## src/rtl/tmcw_pkg.sv

```systemverilog
// Package with payload types, character codes and controller states.
`timescale 1ns / 1ps

package tmcw_pkg;

  localparam int INDEX_W = 11;
  localparam int CELL_W = 16;

  localparam logic OP_PUT = 1'b0;
  localparam logic OP_READ = 1'b1;

  localparam logic [7:0] CH_NUL = 8'h00;
  localparam logic [7:0] CH_BEL = 8'h07;
  localparam logic [7:0] CH_BS = 8'h08;
  localparam logic [7:0] CH_TAB = 8'h09;
  localparam logic [7:0] CH_LF = 8'h0a;
  localparam logic [7:0] CH_FF = 8'h0c;
  localparam logic [7:0] CH_CR = 8'h0d;
  localparam logic [7:0] BLANK_CHAR = 8'h20;
  localparam logic [7:0] RESET_ATTR = 8'h07;

  typedef struct packed {
    logic               operation;
    logic [7:0]         char_code;
    logic [7:0]         attribute;
    logic [INDEX_W-1:0] cell_index;
  } item_t;

  typedef struct packed {
    logic [6:0]        cursor_column;
    logic [4:0]        cursor_line;
    logic [10:0]       cursor_offset;
    logic [CELL_W-1:0] cell_data;
  } result_t;

  typedef enum logic [2:0] {
    S_INIT,
    S_IDLE,
    S_READ,
    S_PUT,
    S_COPY,
    S_FILL,
    S_CLEAR,
    S_DONE
  } ctrl_state_t;

endpackage

```

## src/rtl/tmcw_ctrl.sv

```systemverilog
// Sequencer that owns the cursor and reads, modifies and writes the screen memory.
`timescale 1ns / 1ps

module tmcw_ctrl #(
  parameter int COLUMNS = 80,
  parameter int LINES = 25,
  parameter int AW = 11
) (
  input  logic                        clk,
  input  logic                        rst,
  input  logic                        item_valid,
  output logic                        item_ready,
  input  tmcw_pkg::item_t             item,
  input  logic [7:0]                  cfg_attr,
  output logic                        res_valid,
  input  logic                        res_ready,
  output tmcw_pkg::result_t           res,
  output logic                        wr_en,
  output logic [AW-1:0]               wr_addr,
  output logic [tmcw_pkg::CELL_W-1:0] wr_data,
  output logic                        rd_en,
  output logic [AW-1:0]               rd_addr,
  input  logic [tmcw_pkg::CELL_W-1:0] rd_data
);

  localparam int CELLS = COLUMNS * LINES;
  localparam int OW = AW + 1;
  localparam int CLW = $clog2(COLUMNS + 1);
  localparam int LW = $clog2(LINES);
  localparam int IW = (OW > tmcw_pkg::INDEX_W) ? OW : tmcw_pkg::INDEX_W;

  tmcw_pkg::ctrl_state_t state, state_next;

  logic [CLW-1:0]              col, col_next;
  logic [LW-1:0]               line, line_next;
  logic [7:0]                  ch_q, ch_q_next;
  logic [7:0]                  attr_q, attr_q_next;
  logic                        tab_q, tab_q_next;
  logic                        ret_put, ret_put_next;
  logic                        in_range, in_range_next;
  logic [AW-1:0]               cnt, cnt_next;
  logic                        pend, pend_next;
  logic [AW-1:0]               pend_addr, pend_addr_next;
  logic [tmcw_pkg::CELL_W-1:0] data_q, data_q_next;

  logic [OW-1:0]  offset_full;
  logic [IW-1:0]  idx_ext;
  logic [CLW-1:0] col_plus;
  logic           at_wrap;
  logic           at_last_line;
  logic           cnt_last;

  assign offset_full = OW'(line) * OW'(COLUMNS) + OW'(col);
  assign idx_ext = IW'(item.cell_index);
  assign col_plus = col + CLW'(1);
  assign at_wrap = (col == CLW'(COLUMNS));
  assign at_last_line = (line == LW'(LINES - 1));
  assign cnt_last = (cnt == AW'(CELLS - 1));

  assign item_ready = (state == tmcw_pkg::S_IDLE);
  assign res_valid = (state == tmcw_pkg::S_DONE);
  assign res.cursor_column = 7'(col);
  assign res.cursor_line = 5'(line);
  assign res.cursor_offset = 11'(offset_full);
  assign res.cell_data = data_q;

  always_ff @(posedge clk) begin
    if (rst) begin
      state <= tmcw_pkg::S_INIT;
      col <= '0;
      line <= '0;
      cnt <= '0;
      pend <= 1'b0;
      attr_q <= tmcw_pkg::RESET_ATTR;
      tab_q <= 1'b0;
      ret_put <= 1'b0;
    end else begin
      state <= state_next;
      col <= col_next;
      line <= line_next;
      cnt <= cnt_next;
      pend <= pend_next;
      attr_q <= attr_q_next;
      tab_q <= tab_q_next;
      ret_put <= ret_put_next;
    end
  end

  always_ff @(posedge clk) begin
    ch_q <= ch_q_next;
    in_range <= in_range_next;
    pend_addr <= pend_addr_next;
    data_q <= data_q_next;
  end

  always_comb begin
    state_next = state;
    col_next = col;
    line_next = line;
    ch_q_next = ch_q;
    attr_q_next = attr_q;
    tab_q_next = tab_q;
    ret_put_next = ret_put;
    in_range_next = in_range;
    cnt_next = cnt;
    pend_next = 1'b0;
    pend_addr_next = pend_addr;
    data_q_next = data_q;
    wr_en = 1'b0;
    wr_addr = pend_addr;
    wr_data = rd_data;
    rd_en = 1'b0;
    rd_addr = cnt;

    case (state)
      tmcw_pkg::S_INIT, tmcw_pkg::S_CLEAR: begin
        wr_en = 1'b1;
        wr_addr = cnt;
        wr_data = {attr_q, tmcw_pkg::BLANK_CHAR};
        cnt_next = cnt + AW'(1);
        if (cnt_last) begin
          cnt_next = '0;
          state_next = (state == tmcw_pkg::S_INIT) ? tmcw_pkg::S_IDLE : tmcw_pkg::S_DONE;
        end
      end

      tmcw_pkg::S_IDLE: begin
        if (item_valid) begin
          attr_q_next = item.attribute;
          ch_q_next = item.char_code;
          tab_q_next = 1'b0;
          data_q_next = '0;
          if (item.operation == tmcw_pkg::OP_READ) begin
            rd_en = 1'b1;
            rd_addr = idx_ext[AW-1:0];
            in_range_next = (idx_ext < IW'(CELLS));
            state_next = tmcw_pkg::S_READ;
          end else begin
            case (item.char_code)
              tmcw_pkg::CH_NUL, tmcw_pkg::CH_BEL: begin
                state_next = tmcw_pkg::S_DONE;
              end
              tmcw_pkg::CH_FF: begin
                attr_q_next = cfg_attr;
                col_next = '0;
                line_next = '0;
                cnt_next = '0;
                state_next = tmcw_pkg::S_CLEAR;
              end
              tmcw_pkg::CH_CR: begin
                col_next = '0;
                state_next = tmcw_pkg::S_DONE;
              end
              tmcw_pkg::CH_LF: begin
                col_next = '0;
                if (at_last_line) begin
                  ret_put_next = 1'b0;
                  cnt_next = AW'(COLUMNS);
                  state_next = tmcw_pkg::S_COPY;
                end else begin
                  line_next = line + LW'(1);
                  state_next = tmcw_pkg::S_DONE;
                end
              end
              tmcw_pkg::CH_BS: begin
                if (col != '0) begin
                  col_next = col - CLW'(1);
                end
                state_next = tmcw_pkg::S_DONE;
              end
              tmcw_pkg::CH_TAB: begin
                ch_q_next = tmcw_pkg::BLANK_CHAR;
                tab_q_next = 1'b1;
                state_next = tmcw_pkg::S_PUT;
              end
              default: begin
                state_next = tmcw_pkg::S_PUT;
              end
            endcase
          end
        end
      end

      tmcw_pkg::S_READ: begin
        if (in_range) begin
          data_q_next = rd_data;
        end
        state_next = tmcw_pkg::S_DONE;
      end

      tmcw_pkg::S_PUT: begin
        if (at_wrap) begin
          col_next = '0;
          if (at_last_line) begin
            ret_put_next = 1'b1;
            cnt_next = AW'(COLUMNS);
            state_next = tmcw_pkg::S_COPY;
          end else begin
            line_next = line + LW'(1);
          end
        end else begin
          wr_en = 1'b1;
          wr_addr = offset_full[AW-1:0];
          wr_data = {attr_q, ch_q};
          col_next = col_plus;
          if (!(tab_q && (col_plus[2:0] != 3'd0))) begin
            state_next = tmcw_pkg::S_DONE;
          end
        end
      end

      tmcw_pkg::S_COPY: begin
        rd_en = 1'b1;
        rd_addr = cnt;
        wr_en = pend;
        pend_next = 1'b1;
        pend_addr_next = cnt - AW'(COLUMNS);
        cnt_next = cnt + AW'(1);
        if (cnt_last) begin
          cnt_next = AW'(CELLS - COLUMNS);
          state_next = tmcw_pkg::S_FILL;
        end
      end

      tmcw_pkg::S_FILL: begin
        wr_en = 1'b1;
        if (!pend) begin
          wr_addr = cnt;
          wr_data = {attr_q, tmcw_pkg::BLANK_CHAR};
          cnt_next = cnt + AW'(1);
          if (cnt_last) begin
            cnt_next = '0;
            state_next = ret_put ? tmcw_pkg::S_PUT : tmcw_pkg::S_DONE;
          end
        end
      end

      tmcw_pkg::S_DONE: begin
        if (res_ready) begin
          state_next = tmcw_pkg::S_IDLE;
        end
      end

      default: begin
        state_next = tmcw_pkg::S_IDLE;
      end
    endcase
  end

endmodule

```

## config.mk

```make
export PLATFORM = sky130hd
export DESIGN_NAME = tmcw_ctrl
export DESIGN_NICKNAME = d
export VERILOG_FILES = /design/src/rtl/tmcw_pkg.sv /design/src/rtl/tmcw_ctrl.sv
export SDC_FILE = /design/constraint.sdc
export NUM_CORES = 1
export LEC_CHECK = 0
export ABC_AREA = 1
export BUFFER_PORTS_ARGS = -buffer_cell sky130_fd_sc_hd__buf_2
export CORE_MARGIN = 10
export CORE_UTILIZATION = 55
export CTS_BUF_LIST = sky130_fd_sc_hd__clkbuf_4
export DETAILED_ROUTE_END_ITERATION = 12
export PLACE_DENSITY = 0.91
export SYNTH_ARGS = -nofsm -noshare
export SYNTH_HDL_FRONTEND = slang
export SYNTH_SLANG_ARGS = --single-unit
```

## constraint.sdc

```tcl
create_clock -name clk -period 3.3 [get_ports clk]
set_input_delay 0.66 -clock clk [delete_from_list [all_inputs] [get_ports clk]]
set_output_delay 0.66 -clock clk [all_outputs]
set_load 0.02 [all_outputs]
```

==> metrics.cfg <==
[outcome]
outcome=complete, but fails checks
violations=negative setup slack

[placement]
io_buffers=136
place_ws_ps=335
gp_congestion=0.987
dp_hpwl_um=11600

[timing]
setup_viol=1
maxSlewViolCount=0
layout_setup_ws_ps=-47.9
min_period_ps=3350
finClkSkew_ps=12.7
hold_violations=0
fmax_ghz=0.299
hold_ws_ps=421
worstMarginPinSlew_ps=908
fin_crit_sh=1.01
slew_headroom=0.393

[route]
viasPerCell=5.61
final_antenna_net_count=0
drc=0
vias=5313
drt-initial-drc-count=537
first_pass_iters=6
wire_per_inst_um=16.2
wirelength_um=15300

[clocking]
cts-htree-levels=3
root_buffer=clkbuf_4
cts_tree=done
clk_latency_ps=430
cts_buffer_depth=2
clk_pin_slew_ps=130
numCtsBuffers=9
cts.sinks=73

[finish]
fin_nets=905
drive_above_1_share=0.266
syn_to_final_growth_pct=19.2

[pwr]
clkPwrFrac=0.136
p_int_uw=2410
pwr-share-seq=0.281
power_switching_uw=2490
power_density_nw_per_um2=800
pwr-share-comb=0.583
ir_worst_vdd_uv=486
p_leak_uw=0.00294
switching_share=0.508

[global_routing]
antenna_found_initial=1
grt_max_degree=25
grt_pass1_vias=4898
overflow=0
grt_pass1_wl_um=23800
grtUsageTotal=0.218

[logic_synthesis]
synth.area.top_cells=edfxtp_1 (21%), dfxtp_1 (14%), nand2_1 (11%), nor2_1 (6.1%), inv_1 (6.1%)
synth_seq_area_share=0.355
syn_area_per_cell_sq_um=7.30
ys_types=39
synth_top_area_cell=edfxtp_1
yosysWarnings=0
synth_seq_cells=73
syn_inst=703
synth_top_area_share=0.211
syn_nets=778
syn_area_sq_um=5130

[setup_path]
rrSetupSlack_ps=860
worstPathRequired_ps=2640
r2r_start=line[1]
worst_setup_path_start_kind=flop
critPathMaxFanout=2
worst_r2r_endpoint=state[2]
critical_path_class=flop to primary output
r2r_cells=11
arrival_ps=2690
end_kind=primary output

[worst_hold_path]
hp-class=primary input to flop
hp-start=item[25]
hold_path_end=ch_q[6]
hold_depth=1

[floorplanning]
core_sq_um=9150
rows=35
initial_core_util=0.561
fp.dieW_um=117
die_area_sq_um=13600
die_height_um=117
pin_count=137

[flow_run]
cap_violations=0

power groups by stage:
stage	registers [uW]	logic [uW]	clock network, uW
global placement	1380	2720	0
global route	1400	3110	711
floorplan	1440	1930	0
CTS	1360	2780	673
finish	1380	2860	668
detailed placement	1390	2750	0
flip-flops by register name, indices dropped and copies added, names as in the netlist:
register / count
cnt: 11
pend: 1
line: 5
attr_q: 8
data_q: 16
ret_put: 1
pend_addr: 11
in_range: 1
state: 3
col: 7
ch_q: 8
tab_q: 1
layout by cell type (no fill, tap or decap), types with 5 or more instances in the layout:
cell type  count
xor2_1        18
nor2_1        84
o221ai_1       6
inv_2          9
nand2_1      156
nand4_1       11
o21ai_1       21
o211ai_1      11
nor3_1         5
edfxtp_1      36
nor2_4        11
buf_2        134
ha_1          14
dfxtp_1       31
buf_4          9
o21ai_0       39
nand3_2        7
clkbuf_4      10
inv_1         81
nand3_1       55
a21oi_1       28
xnor2_1        5
kinds of logic after synthesis:
logic type,synth area share
and+or+nand+nor,0.325
AOI/OAI and AO/OA,0.123
buffers and inverters,0.107
DFF,0.355
adders and majority gates,0.0492
xor gates and xnor gates,0.0409
per-stage QoR:
stage	cells	TNS, ps	power [uW]	utilization	area [sq um]
3_3_place_gp	925	0	4100	0.634	5800
2_1_floorplan	703	0	3370	-	5130
6_report	947	-47.9	4900	0.669	6120
3_5_place_dp	925	0	4140	0.634	5800
5_1_grt	947	-75.4	5220	0.669	6120
4_1_cts	943	0	4820	0.656	6000
cells in the mapped netlist:
library cell / number
buf_4: 7
nor3_1: 5
inv_4: 1
o22ai_1: 3
buf_1: 1
and3_1: 1
nor2_1: 84
edfxtp_1: 36
clkbuf_1: 10
xnor2_1: 6
nand2_4: 2
xor2_1: 18
nand3b_1: 2
nand3_2: 5
clkinv_1: 2
nand4_1: 11
o221ai_1: 6
nand2_2: 4
a21oi_2: 2
nor2_4: 8
buf_2: 7
o2111ai_1: 2
nor2_2: 5
o211ai_1: 11
dfxtp_1: 37
inv_2: 8
buf_6: 6
ha_1: 17
or2_2: 2
nor2_8: 3
o21ai_1: 20
and2_1: 1
nand2_1: 156
fa_1: 2
inv_1: 83
o21ai_0: 40
nand3_1: 57
nand3_4: 4
a21oi_1: 28
layer usage:
layer / track usage / vias up / wire length [um]
met5: 0 / - / 0
met3: 0.0534 / 36 / 1660
met4: 0.0865 / 0 / 446
met1: 0.267 / 2449 / 6200
met2: 0.360 / 268 / 7040
li1: - / 2560 / -
how the worst max path moves through the flow:
| stage | slack (ps) | cells past startpoint | from | end |
|---|---|---|---|---|
| global placement | 450 | 11 | line[1] | wr_addr[10] |
| global route | -80 | 9 | line[1] | wr_addr[9] |
| finish | -50 | 9 | line[1] | wr_addr[9] |
| floorplan | 220 | 8 | line[3] | wr_addr[9] |
| detailed placement | 330 | 11 | line[1] | wr_addr[10] |
| CTS | 3 | 11 | line[1] | wr_addr[10] |
final cells by class:
type	instances	area (sq um)
multi-input cells	507	2850
clock buffers	10	75.1
fillers	768	3030
well taps	111	139
clock inverters	6	92.6
repair buffers	145	769
diodes	1	2.50
inverters	94	363
flip-flops and latches	73	1830
worst max-delay path, cell delays in order (launching register included):
cell,delay (ps)
dfxtp_4,380
ha_4,240
ha_4,160
fa_2,570
inv_1,60
nor2_1,130
xor2_1,260
nand2_1,140
o211ai_1,120
buf_4,180
timing repair:
action,CTS,global route
gates cloned,1,1
resized for setup,5,23
endpoints found under the setup margin,16,34
buffers inserted,1,2
pin swaps,2,6
hold buffers,0,0
Power figures use the tool's default switching activity.
